## config.mk

```make
export PLATFORM = sky130hd
export DESIGN_NAME = rlum_ctrl
export DESIGN_NICKNAME = d
export VERILOG_FILES = /design/src/design/rlum_pkg.sv /design/src/design/rlum_ctrl.sv
export SDC_FILE = /design/constraint.sdc
export NUM_CORES = 1
export LEC_CHECK = 0
export ABC_CLOCK_PERIOD_IN_PS = 1900
export BUFFER_PORTS_ARGS = -buffer_cell sky130_fd_sc_hd__buf_4
export CAP_MARGIN = 20
export CORE_ASPECT_RATIO = 1.75
export CORE_MARGIN = 2
export CORE_UTILIZATION = 40
export CTS_BUF_LIST = sky130_fd_sc_hd__clkbuf_2
export DETAILED_ROUTE_END_ITERATION = 7
export HOLD_SLACK_MARGIN = 0.15
export SYNTH_ARGS = -nofsm -noshare
export SYNTH_HDL_FRONTEND = slang
export SYNTH_SLANG_ARGS = --single-unit
```

## constraint.sdc

```tcl
create_clock -name clock -period 1.9 [get_ports clock]
set_input_delay 0.095 -clock clock [delete_from_list [all_inputs] [get_ports clock]]
set_output_delay 0.095 -clock clock [all_outputs]
set_load 0.1 [all_outputs]
```

## src/design/rlum_pkg.sv

```systemverilog
// Shared constants, operation codes and control/status structs for the radial undistortion map.
package rlum_pkg;

   localparam int TABLE_DEPTH = 64;
   localparam int ADDR_W      = $clog2(TABLE_DEPTH);
   localparam int HEIGHT_W    = 24;
   localparam int ENTRY_W     = 2 * HEIGHT_W;
   localparam int SQRT_STEPS  = 30;
   localparam int DIV_STEPS   = 25;
   localparam int CNT_W       = 5;

   // register indexes of the configuration port
   localparam logic [2:0] CSR_OUT_WIDTH   = 3'd0;
   localparam logic [2:0] CSR_OUT_HEIGHT  = 3'd1;
   localparam logic [2:0] CSR_INV_SCALE   = 3'd2;
   localparam logic [2:0] CSR_SRC_WIDTH   = 3'd3;
   localparam logic [2:0] CSR_SRC_HEIGHT  = 3'd4;
   localparam logic [2:0] CSR_TABLE_COUNT = 3'd5;

   // datapath operations
   localparam logic [4:0] OP_NONE       = 5'd0;
   localparam logic [4:0] OP_MUL_X      = 5'd1;
   localparam logic [4:0] OP_MUL_Y      = 5'd2;
   localparam logic [4:0] OP_SQ_X       = 5'd3;
   localparam logic [4:0] OP_SQ_Y       = 5'd4;
   localparam logic [4:0] OP_SUM        = 5'd5;
   localparam logic [4:0] OP_SQRT_INIT  = 5'd6;
   localparam logic [4:0] OP_SQRT_STEP  = 5'd7;
   localparam logic [4:0] OP_CAP_L      = 5'd8;
   localparam logic [4:0] OP_CAP_R      = 5'd9;
   localparam logic [4:0] OP_TRIV       = 5'd10;
   localparam logic [4:0] OP_IMUL       = 5'd11;
   localparam logic [4:0] OP_DIV_LOAD   = 5'd12;
   localparam logic [4:0] OP_DIV_STEP   = 5'd13;
   localparam logic [4:0] OP_RD_SET     = 5'd14;
   localparam logic [4:0] OP_XMUL       = 5'd15;
   localparam logic [4:0] OP_YMUL       = 5'd16;
   localparam logic [4:0] OP_MX_SET     = 5'd17;
   localparam logic [4:0] OP_MY_SET     = 5'd18;
   localparam logic [4:0] OP_CENTER     = 5'd19;
   localparam logic [4:0] OP_OUT        = 5'd20;

   typedef struct packed {
      logic              accept;
      logic [4:0]        op;
      logic [ADDR_W-1:0] ram_addr;
   } ctrl_type;

   typedef struct packed {
      logic              is_map;
      logic              r_zero;
      logic              ge_last;
      logic              le_cur;
      logic              trivial;
      logic              out_free;
      logic [ADDR_W-1:0] n_last;
   } status_type;

endpackage

```

## src/design/rlum_ctrl.sv

```systemverilog
// Sequencer for the radial undistortion map: issues datapath operations per state.
module rlum_ctrl (
   input  logic                clock,
   input  logic                reset,
   input  logic                req_valid,
   output logic                req_ready,
   input  rlum_pkg::status_type status,
   output rlum_pkg::ctrl_type   ctrl
);
   import rlum_pkg::*;

   localparam logic [4:0] S_IDLE = 5'd0;
   localparam logic [4:0] S_MX   = 5'd1;
   localparam logic [4:0] S_MY   = 5'd2;
   localparam logic [4:0] S_SQX  = 5'd3;
   localparam logic [4:0] S_SQY  = 5'd4;
   localparam logic [4:0] S_SUM  = 5'd5;
   localparam logic [4:0] S_SQI  = 5'd6;
   localparam logic [4:0] S_SQS  = 5'd7;
   localparam logic [4:0] S_RDL  = 5'd8;
   localparam logic [4:0] S_CKL  = 5'd9;
   localparam logic [4:0] S_WRD  = 5'd10;
   localparam logic [4:0] S_WCK  = 5'd11;
   localparam logic [4:0] S_SL   = 5'd12;
   localparam logic [4:0] S_SR   = 5'd13;
   localparam logic [4:0] S_SRC  = 5'd14;
   localparam logic [4:0] S_INT  = 5'd15;
   localparam logic [4:0] S_DAL  = 5'd16;
   localparam logic [4:0] S_DAS  = 5'd17;
   localparam logic [4:0] S_RDS  = 5'd18;
   localparam logic [4:0] S_XM   = 5'd19;
   localparam logic [4:0] S_DXL  = 5'd20;
   localparam logic [4:0] S_DXS  = 5'd21;
   localparam logic [4:0] S_XS   = 5'd22;
   localparam logic [4:0] S_YM   = 5'd23;
   localparam logic [4:0] S_DYL  = 5'd24;
   localparam logic [4:0] S_DYS  = 5'd25;
   localparam logic [4:0] S_YS   = 5'd26;
   localparam logic [4:0] S_OUT  = 5'd27;

   logic [4:0]        state_ff, state_in;
   logic [CNT_W-1:0]  cnt_ff, cnt_in;
   logic [ADDR_W-1:0] seg_ff, seg_in;
   logic              cnt_sqrt_last;
   logic              cnt_div_last;

   assign cnt_sqrt_last = (cnt_ff == CNT_W'(SQRT_STEPS - 1));
   assign cnt_div_last  = (cnt_ff == CNT_W'(DIV_STEPS - 1));
   assign req_ready     = (state_ff == S_IDLE);

   // next state and commands
   always_comb begin
      state_in      = state_ff;
      cnt_in        = cnt_ff;
      seg_in        = seg_ff;
      ctrl.accept   = 1'b0;
      ctrl.op       = OP_NONE;
      ctrl.ram_addr = seg_ff;
      case (state_ff)
         S_IDLE: begin
            ctrl.accept = req_valid;
            if (req_valid && status.is_map) begin
               state_in = S_MX;
            end
         end
         S_MX:  begin ctrl.op = OP_MUL_X; state_in = S_MY; end
         S_MY:  begin ctrl.op = OP_MUL_Y; state_in = S_SQX; end
         S_SQX: begin ctrl.op = OP_SQ_X;  state_in = S_SQY; end
         S_SQY: begin ctrl.op = OP_SQ_Y;  state_in = S_SUM; end
         S_SUM: begin ctrl.op = OP_SUM;   state_in = S_SQI; end
         S_SQI: begin
            ctrl.op  = OP_SQRT_INIT;
            cnt_in   = '0;
            state_in = S_SQS;
         end
         S_SQS: begin
            ctrl.op = OP_SQRT_STEP;
            cnt_in  = cnt_ff + 1'b1;
            if (cnt_sqrt_last) begin
               state_in = S_RDL;
            end
         end
         S_RDL: begin
            ctrl.ram_addr = status.n_last;
            if (status.r_zero) begin
               ctrl.op  = OP_CENTER;
               state_in = S_OUT;
            end else begin
               state_in = S_CKL;
            end
         end
         // take the last segment at once when r is past it or it is the only one
         S_CKL: begin
            if (status.ge_last || (status.n_last == '0)) begin
               seg_in   = status.n_last;
               state_in = S_SL;
            end else begin
               seg_in   = '0;
               state_in = S_WRD;
            end
         end
         S_WRD: begin
            ctrl.ram_addr = seg_ff + 1'b1;
            state_in      = S_WCK;
         end
         // stop at the first upper bound that covers r, or at the last segment
         S_WCK: begin
            if (status.le_cur) begin
               state_in = S_SL;
            end else begin
               seg_in = seg_ff + 1'b1;
               if (seg_ff + 1'b1 == status.n_last) begin
                  state_in = S_SL;
               end else begin
                  state_in = S_WRD;
               end
            end
         end
         S_SL: begin
            ctrl.ram_addr = seg_ff;
            state_in      = S_SR;
         end
         S_SR: begin
            ctrl.ram_addr = seg_ff + 1'b1;
            ctrl.op       = OP_CAP_L;
            state_in      = S_SRC;
         end
         S_SRC: begin ctrl.op = OP_CAP_R; state_in = S_INT; end
         S_INT: begin
            if (status.trivial) begin
               ctrl.op  = OP_TRIV;
               state_in = S_XM;
            end else begin
               ctrl.op  = OP_IMUL;
               state_in = S_DAL;
            end
         end
         S_DAL: begin ctrl.op = OP_DIV_LOAD; cnt_in = '0; state_in = S_DAS; end
         S_DAS: begin
            ctrl.op = OP_DIV_STEP;
            cnt_in  = cnt_ff + 1'b1;
            if (cnt_div_last) begin
               state_in = S_RDS;
            end
         end
         S_RDS: begin ctrl.op = OP_RD_SET; state_in = S_XM; end
         S_XM:  begin ctrl.op = OP_XMUL; state_in = S_DXL; end
         S_DXL: begin ctrl.op = OP_DIV_LOAD; cnt_in = '0; state_in = S_DXS; end
         S_DXS: begin
            ctrl.op = OP_DIV_STEP;
            cnt_in  = cnt_ff + 1'b1;
            if (cnt_div_last) begin
               state_in = S_XS;
            end
         end
         S_XS:  begin ctrl.op = OP_MX_SET; state_in = S_YM; end
         S_YM:  begin ctrl.op = OP_YMUL; state_in = S_DYL; end
         S_DYL: begin ctrl.op = OP_DIV_LOAD; cnt_in = '0; state_in = S_DYS; end
         S_DYS: begin
            ctrl.op = OP_DIV_STEP;
            cnt_in  = cnt_ff + 1'b1;
            if (cnt_div_last) begin
               state_in = S_YS;
            end
         end
         S_YS:  begin ctrl.op = OP_MY_SET; state_in = S_OUT; end
         // hold until the output register is free
         S_OUT: begin
            if (status.out_free) begin
               ctrl.op  = OP_OUT;
               state_in = S_IDLE;
            end
         end
         default: begin
            state_in = S_IDLE;
         end
      endcase
   end

   always_ff @(posedge clock) begin
      if (reset) begin
         state_ff <= S_IDLE;
         cnt_ff   <= '0;
         seg_ff   <= '0;
      end else begin
         state_ff <= state_in;
         cnt_ff   <= cnt_in;
         seg_ff   <= seg_in;
      end
   end
endmodule

```

==> impl_metrics.env, run 1 <==
export IMPL_syn_nets=255
export IMPL_crit_top_cell="buf_6"
export IMPL_crit_fanout=5
export IMPL_synth_top_area_cell="dfxtp_1"
export IMPL_cp_cell_sequence="buf_6 -> or2_4 -> a21oi_4 -> buf_6 -> nor2_2 -> a221o_2 -> buf_12"
export IMPL_ant_nets=0
export IMPL_core_area_um2=4110
export IMPL_grt_usage=0.249
export IMPL_p_comb_frac=0.474
export IMPL_powerDensity_nw_per_um2=366
export IMPL_switching_share=0.405
export IMPL_area_growth_pct=54.8
export IMPL_io_pins=28
export IMPL_antenna_found_initial=0
export IMPL_grt_ovfl_total=0
export IMPL_rows=31
export IMPL_totalNegativeSetupSlack_ps=-462
export IMPL_switchingPower_mw=0.387
export IMPL_cpPeakStageDelay_ps=360
export IMPL_fin_skew_ps=12.3
export IMPL_gp_congestion=0.888
export IMPL_arrival_ps=1910
export IMPL_io_buffers=27
export IMPL_violations="setup timing"
export IMPL_clock_latency_ps=300
export IMPL_crit_path_end_kind="output pin"
export IMPL_cts_root_buf="clkbuf_2"
export IMPL_final_core_util=0.635
export IMPL_period_share=1.05
export IMPL_cts_tree="yes"
export IMPL_cpMaxStageDelayCell="dfxtp_2"
export IMPL_p_leak_nw=0.962
export IMPL_first_pass_iters=4
export IMPL_die_area_um2=4770
export IMPL_initial_utilization=0.410
export IMPL_yosysWarnings=0
export IMPL_async_reset_ff_frac=0
export IMPL_relSlewSlack=0.649
export IMPL_synth_seq_cells=16
export IMPL_drive_above_1_share=0.414
export IMPL_drt_wl_total_um=5540
export IMPL_synth_edf_count=0
export IMPL_viasPerCell=5.96
export IMPL_seqPwrFrac=0.360
export IMPL_cts_buffer_depth=2
export IMPL_start_kind="register"
export IMPL_dp_hpwl_um=4140
export IMPL_fin_ws_ps=-104
export IMPL_tightestPinTransition_ps=521
export IMPL_clock_sinks=16
export IMPL_drv_slew=0
export IMPL_synth_cell_type_count=51
export IMPL_h_tree_depth=1
export IMPL_path_class="register to output pin"
export IMPL_grt_pass1_vias=1969
export IMPL_ys_flop_type="dfxtp_1"
export IMPL_hold_viol_final=0
export IMPL_route_detailed_drc=0
export IMPL_grt_start_max_net_pins=17
export IMPL_fmax_ghz=0.499
export IMPL_numCtsBuffers=3
export IMPL_antenna_cells=0
export IMPL_vias=2022
export IMPL_placed_area_um2=2170
export IMPL_drt_iter0_drc=64
export IMPL_die_width_um=53.1
export IMPL_setup_violations_final=6
export IMPL_clock_power_share=0.166
export IMPL_design_area_um2=2610
export IMPL_synth_area_um2=1690
export IMPL_yosysTopAreaCellShare=0.190
export IMPL_clk_pin_slew_ps=170
export IMPL_p_total_mw=0.956
export IMPL_rsz0062_at_grt="true"
export IMPL_holdWs_ps=176
export IMPL_status="finished with violations"
export IMPL_die_h_um=89.9
export IMPL_ys_seq_area_frac=0.190
export IMPL_max_vdd_ir_drop_mv=0.353
export IMPL_synth_area_top_cells="dfxtp_1 19%, a21oi_1 5.6%, nand2_1 5.3%, o21ai_0 5.0%, nor2_1 3.8%"
export IMPL_nets=310
export IMPL_synthCells=236
export IMPL_post_route_min_period_ps=2000
export IMPL_min_path_type="input pin to register"
export IMPL_drv_cap=0
export IMPL_post_drt_wl_per_cell_um=16.3
export IMPL_avgSynthCellArea_um2=7.14
export IMPL_p_int_mw=0.569
export IMPL_grt_pass1_wl_um=9070
export IMPL_worstPathRequired_ps=1800
-- what timing repair did --
item | in CTS | in global routing
hold endpoints to repair | 9 | 0
pin swaps | 8 | 8
setup buffers | 5 | 4
hold buffers | 4 | 0
setup endpoints to repair | 12 | 18
gates resized for setup | 58 | 28
-- routing by layer --
metal  share of wire  vias up  GRT usage
met3           0.026       20     0.0216
met2            0.54       52      0.440
met4           0.044        0      0.135
met5               0        -          0
met1            0.39      962      0.275
li1                -      988          -
-- through the flow --
| stage | setup slack, ps | instances |
|---|---|---|
| 2_1_floorplan | -235 | 236 |
| 3_3_place_gp | 3.26 | 322 |
| 3_5_place_dp | 5.01 | 322 |
| 4_1_cts | -110 | 335 |
| 5_1_grt | -176 | 339 |
| 6_report | -104 | 339 |
-- cell usage after synthesis, drive strengths merged, types with 2 or more instances --
cell type,number
dfxtp,16
nand3b,3
nand4,2
nor2,17
o31ai,2
clkbuf,9
a21oi,20
nand2b,7
ha,4
nand2,24
inv,10
or3,2
a31o,3
o21ai,17
a211oi,4
a31oi,2
a21o,2
and4,2
a311oi,5
a221o,4
xor2,6
o21a,2
nor3,9
a211o,2
a22oi,2
nand3,9
nor4,2
or2,2
a32oi,3
buf,10
o211ai,4
a2111oi,2
and2,2
and3,6
xnor2,4
nor2b,4
o22ai,2
-- power groups by stage --
| stage | logic (mW) | registers (mW) | clock network, mW |
|---|---|---|---|
| 6_report | 0.453 | 0.344 | 0.159 |
| 4_1_cts | 0.422 | 0.345 | 0.165 |
| 3_5_place_dp | 0.376 | 0.352 | 0 |
| 2_1_floorplan | 0.264 | 0.350 | 0 |
| 5_1_grt | 0.481 | 0.345 | 0.182 |
| 3_3_place_gp | 0.375 | 0.352 | 0 |
-- logic make-up (layout without fill, tap and decap cells) --
family,Yosys count,in the layout,share of synthesized area
adder cells (fa/ha/maj),4,4,0.0297
AO/OA/AOI/OAI,84,84,0.366
XOR/XNOR,10,10,0.0520
buffers and inverters,29,83,0.0802
AND/OR/NAND/NOR,93,93,0.282
flip-flops,16,16,0.190
-- flip-flops by register name, indices dropped and copies added, names as in the netlist --
name,cells
seg_ff,6
cnt_ff,5
state_ff,5
-- layout make-up --
cell class	instances	area (µm²)
tap	49	61.3
clock inverter	1	3.75
multi-input combinational	191	1450
inverter	10	40.0
timing repair buffer	69	707
fill	385	1500
clock buffer	3	15.0
sequential	16	334
-- worst paths after layout --
path                                               start                  endpoint  slack (ps)  cells past startpoint
worst max register to register    seg_ff[1]$_SDFFE_PP0P_  state_ff[2]$_SDFFE_PP0P_         120                      6
worst min-delay path                           status[2]    seg_ff[2]$_SDFFE_PP0P_         180                      3
worst min register to register    cnt_ff[4]$_SDFFE_PP0P_    cnt_ff[4]$_SDFFE_PP0P_         550                      2
worst max-delay path            state_ff[2]$_SDFFE_PP0P_                   ctrl[0]        -100                      7
-- cells in the final DEF (no fill, tap or decap), types with 3 or more instances in the layout --
master          n
buf_4          43
nand2_1        22
a21oi_1        18
nor2_1         13
buf_12         11
buf_6          11
o21ai_0        10
inv_1           9
nand3_1         9
dfxtp_1         9
o21ai_1         6
xor2_1          6
nand2b_1        5
and3_1          5
nor3_1          5
dfxtp_2         5
a221o_2         4
o211ai_1        4
xnor2_1         4
a211oi_1        4
a311oi_1        4
dlygate4sd3_1   4
nand3b_1        3
nor2_2          3
nor2b_1         3
a31o_2          3
ha_1            3
clkbuf_2        3
-- critical path, delay by kind of cell, from the launching register on --
kind                   cells  cell delay (ps)
and+or+nand+nor            2              280
DFF                        1              360
AOI/OAI and AO/OA          2              540
buffers and inverters      3              420
Power figures use the tool's default switching activity.
==> run 2: changes to the inputs <==
--- a/config.mk
+++ b/config.mk
@@ -5,15 +5,15 @@
 export SDC_FILE = /design/constraint.sdc
 export NUM_CORES = 1
 export LEC_CHECK = 0
-export ABC_CLOCK_PERIOD_IN_PS = 1900
+export ABC_CLOCK_PERIOD_IN_PS = 1600
 export BUFFER_PORTS_ARGS = -buffer_cell sky130_fd_sc_hd__buf_4
 export CAP_MARGIN = 20
 export CORE_ASPECT_RATIO = 1.75
-export CORE_MARGIN = 2
 export CORE_UTILIZATION = 40
 export CTS_BUF_LIST = sky130_fd_sc_hd__clkbuf_2
 export DETAILED_ROUTE_END_ITERATION = 7
 export HOLD_SLACK_MARGIN = 0.15
+export SETUP_SLACK_MARGIN = 0.2
 export SYNTH_ARGS = -nofsm -noshare
 export SYNTH_HDL_FRONTEND = slang
 export SYNTH_SLANG_ARGS = --single-unit
==> constraint.sdc (replaced) <==
create_clock -name clock -period 1.6 [get_ports clock]
set_input_delay 0.08 -clock clock [delete_from_list [all_inputs] [get_ports clock]]
set_output_delay 0.08 -clock clock [all_outputs]
set_load 0.1 [all_outputs]
==> run 2 against run 1 <==
The flow still finishes with violations (setup timing). Worst setup slack worse by 340 ps. Critical path depth is 2 lower. Clock skew up 6.0 ps. Count of clock-buffer cells in the layout is the same. Clock power is 30% higher. Sequential share of layout area fell by 2.4 points. Power rose by 41%. Cell count grew 12%. Flip-flop and latch count unchanged. Routed wire length is 33% higher. Via count is 16% higher. Register-to-register slack got worse by 360 ps.
==> impl_metrics.env, run 2 (same netlist as run 1, synthesis figures left out) <==
export IMPL_first_pass_iters=4
export IMPL_drive_above_1_share=0.575
export IMPL_drt_iter0_drc=53
export IMPL_io_pins=28
export IMPL_start_kind="register"
export IMPL_gp_congestion=0.946
export IMPL_die_width_um=51.1
export IMPL_numCtsBuffers=3
export IMPL_fmax_ghz=0.488
export IMPL_rsz0062_at_grt="true"
export IMPL_layout_common_cells="71 x buf_4, 20 x nand2_1, 17 x buf_6"
export IMPL_crit_path_end_kind="output pin"
export IMPL_vias=2340
export IMPL_max_vdd_ir_drop_mv=0.363
export IMPL_top_register="seg_ff"
export IMPL_clock_latency_ps=330
export IMPL_fin_ws_ps=-448
export IMPL_post_drt_wl_per_cell_um=19.4
export IMPL_grt_pass1_wl_um=10700
export IMPL_p_comb_frac=0.545
export IMPL_reg_top3="seg_ff (6), cnt_ff (5), state_ff (5)"
export IMPL_grt_start_max_net_pins=19
export IMPL_period_share=1.28
export IMPL_rows=30
export IMPL_drt_wl_total_um=7370
export IMPL_area_growth_pct=93.2
export IMPL_h_tree_depth=1
export IMPL_grt_usage=0.327
export IMPL_setup_violations_final=23
export IMPL_cts_root_buf="clkbuf_2"
export IMPL_drv_cap=0
export IMPL_crit_fanout=8
export IMPL_final_core_util=0.826
export IMPL_die_h_um=87.9
export IMPL_stdcell_count=380
export IMPL_worstReg2RegStart="state_ff[1]$_SDFFE_PP0P_"
export IMPL_io_buffers=27
export IMPL_cts_buffer_depth=2
export IMPL_drv_slew=0
export IMPL_status="finished with violations"
export IMPL_relSlewSlack=0.729
export IMPL_p_leak_nw=1.27
export IMPL_dp_cells=352
export IMPL_cp_startpoint="state_ff[1]$_SDFFE_PP0P_"
export IMPL_switching_share=0.405
export IMPL_antenna_cells=0
export IMPL_cts_tree="yes"
export IMPL_core_area_um2=3940
export IMPL_grt_ovfl_total=0
export IMPL_path_class="register to output pin"
export IMPL_viasPerCell=6.16
export IMPL_fillerInstances=253
export IMPL_p_int_mw=0.804
export IMPL_ant_nets=0
export IMPL_worstPathRequired_ps=1520
export IMPL_clk_pin_slew_ps=190
export IMPL_nets=352
export IMPL_hold_viol_final=0
export IMPL_switchingPower_mw=0.547
export IMPL_initial_utilization=0.428
export IMPL_grt_pass1_vias=2331
export IMPL_tightestPinTransition_ps=402
export IMPL_arrival_ps=1970
export IMPL_clock_power_share=0.153
export IMPL_violations="setup timing"
export IMPL_antenna_found_initial=0
export IMPL_min_path_type="input pin to register"
export IMPL_largest_register_ff_count=6
export IMPL_die_area_um2=4490
export IMPL_dp_hpwl_um=5160
export IMPL_clock_sinks=16
export IMPL_route_detailed_drc=0
export IMPL_powerDensity_nw_per_um2=415
export IMPL_min_from="status[4]"
export IMPL_seqPwrFrac=0.302
export IMPL_fin_skew_ps=18.4
export IMPL_final_common_cell="buf_4"
export IMPL_post_route_min_period_ps=2050
[run 2: final timing paths]
check	to	slack [ps]	cells after the start
worst min register to register	cnt_ff[4]$_SDFFE_PP0P_	630	2
worst min-delay path	state_ff[1]$_SDFFE_PP0P_	210	4
worst max register to register	state_ff[3]$_SDFFE_PP0P_	-240	7
worst max-delay path	ctrl[5]	-450	5
[run 2: power groups by stage]
stage               Sequential, mW  Combinational, mW  Clock [mW]
floorplan                    0.415              0.357           0
global placement             0.418              0.527           0
detailed placement           0.418              0.532           0
CTS                          0.408              0.649       0.216
global route                 0.409              0.766       0.219
finish                       0.408              0.737       0.206
[run 2: what timing repair did]
| item | 4_1_cts | 5_1_grt |
|---|---|---|
| pin swaps | 26 | 22 |
| endpoints found under the hold margin | 9 | 0 |
| endpoints found under the setup margin | 29 | 29 |
| resized for setup | 70 | 39 |
| buffers inserted | 7 | 12 |
| hold buffers | 5 | 0 |
[run 2: critical path, stage by stage, from the launching register on]
cell and delay (ps):
dfxtp_2 390, or3b_4 380, a21o_4 250, buf_4 150, o311ai_4 250, buf_12 220
[run 2: metrics by stage]
step	power (mW)	instance area, µm²	setup slack (ps)	hold slack [ps]	setup TNS [ps]
2_1_floorplan	0.773	2030	-332	243	-1420
3_3_place_gp	0.944	2600	-156	366	-1160
3_5_place_dp	0.951	2600	-227	366	-1700
4_1_cts	1.27	2980	-444	186	-4950
5_1_grt	1.39	3260	-462	223	-6840
6_report	1.35	3260	-448	213	-5360
[run 2: area by class of cell]
cell class | instances | area, µm² | share of cell area
multi-input cells | 191 | 1690 | 0.519
repair buffers | 111 | 1110 | 0.341
flip-flops and latches | 16 | 339 | 0.104
well taps | 48 | 60.1 | 0.0184
inverters | 10 | 40.0 | 0.0123
clock buffers | 3 | 15.0 | 0.00461
clock inverters | 1 | 3.75 | 0.00115
[run 2: metal layers]
layer,track usage,wire length (µm),vias to the layer above
met1,0.271,2340,1132
met4,0.273,567,0
met5,0,0,-
met3,0.0295,256,44
met2,0.653,4210,92
li1,-,-,1072
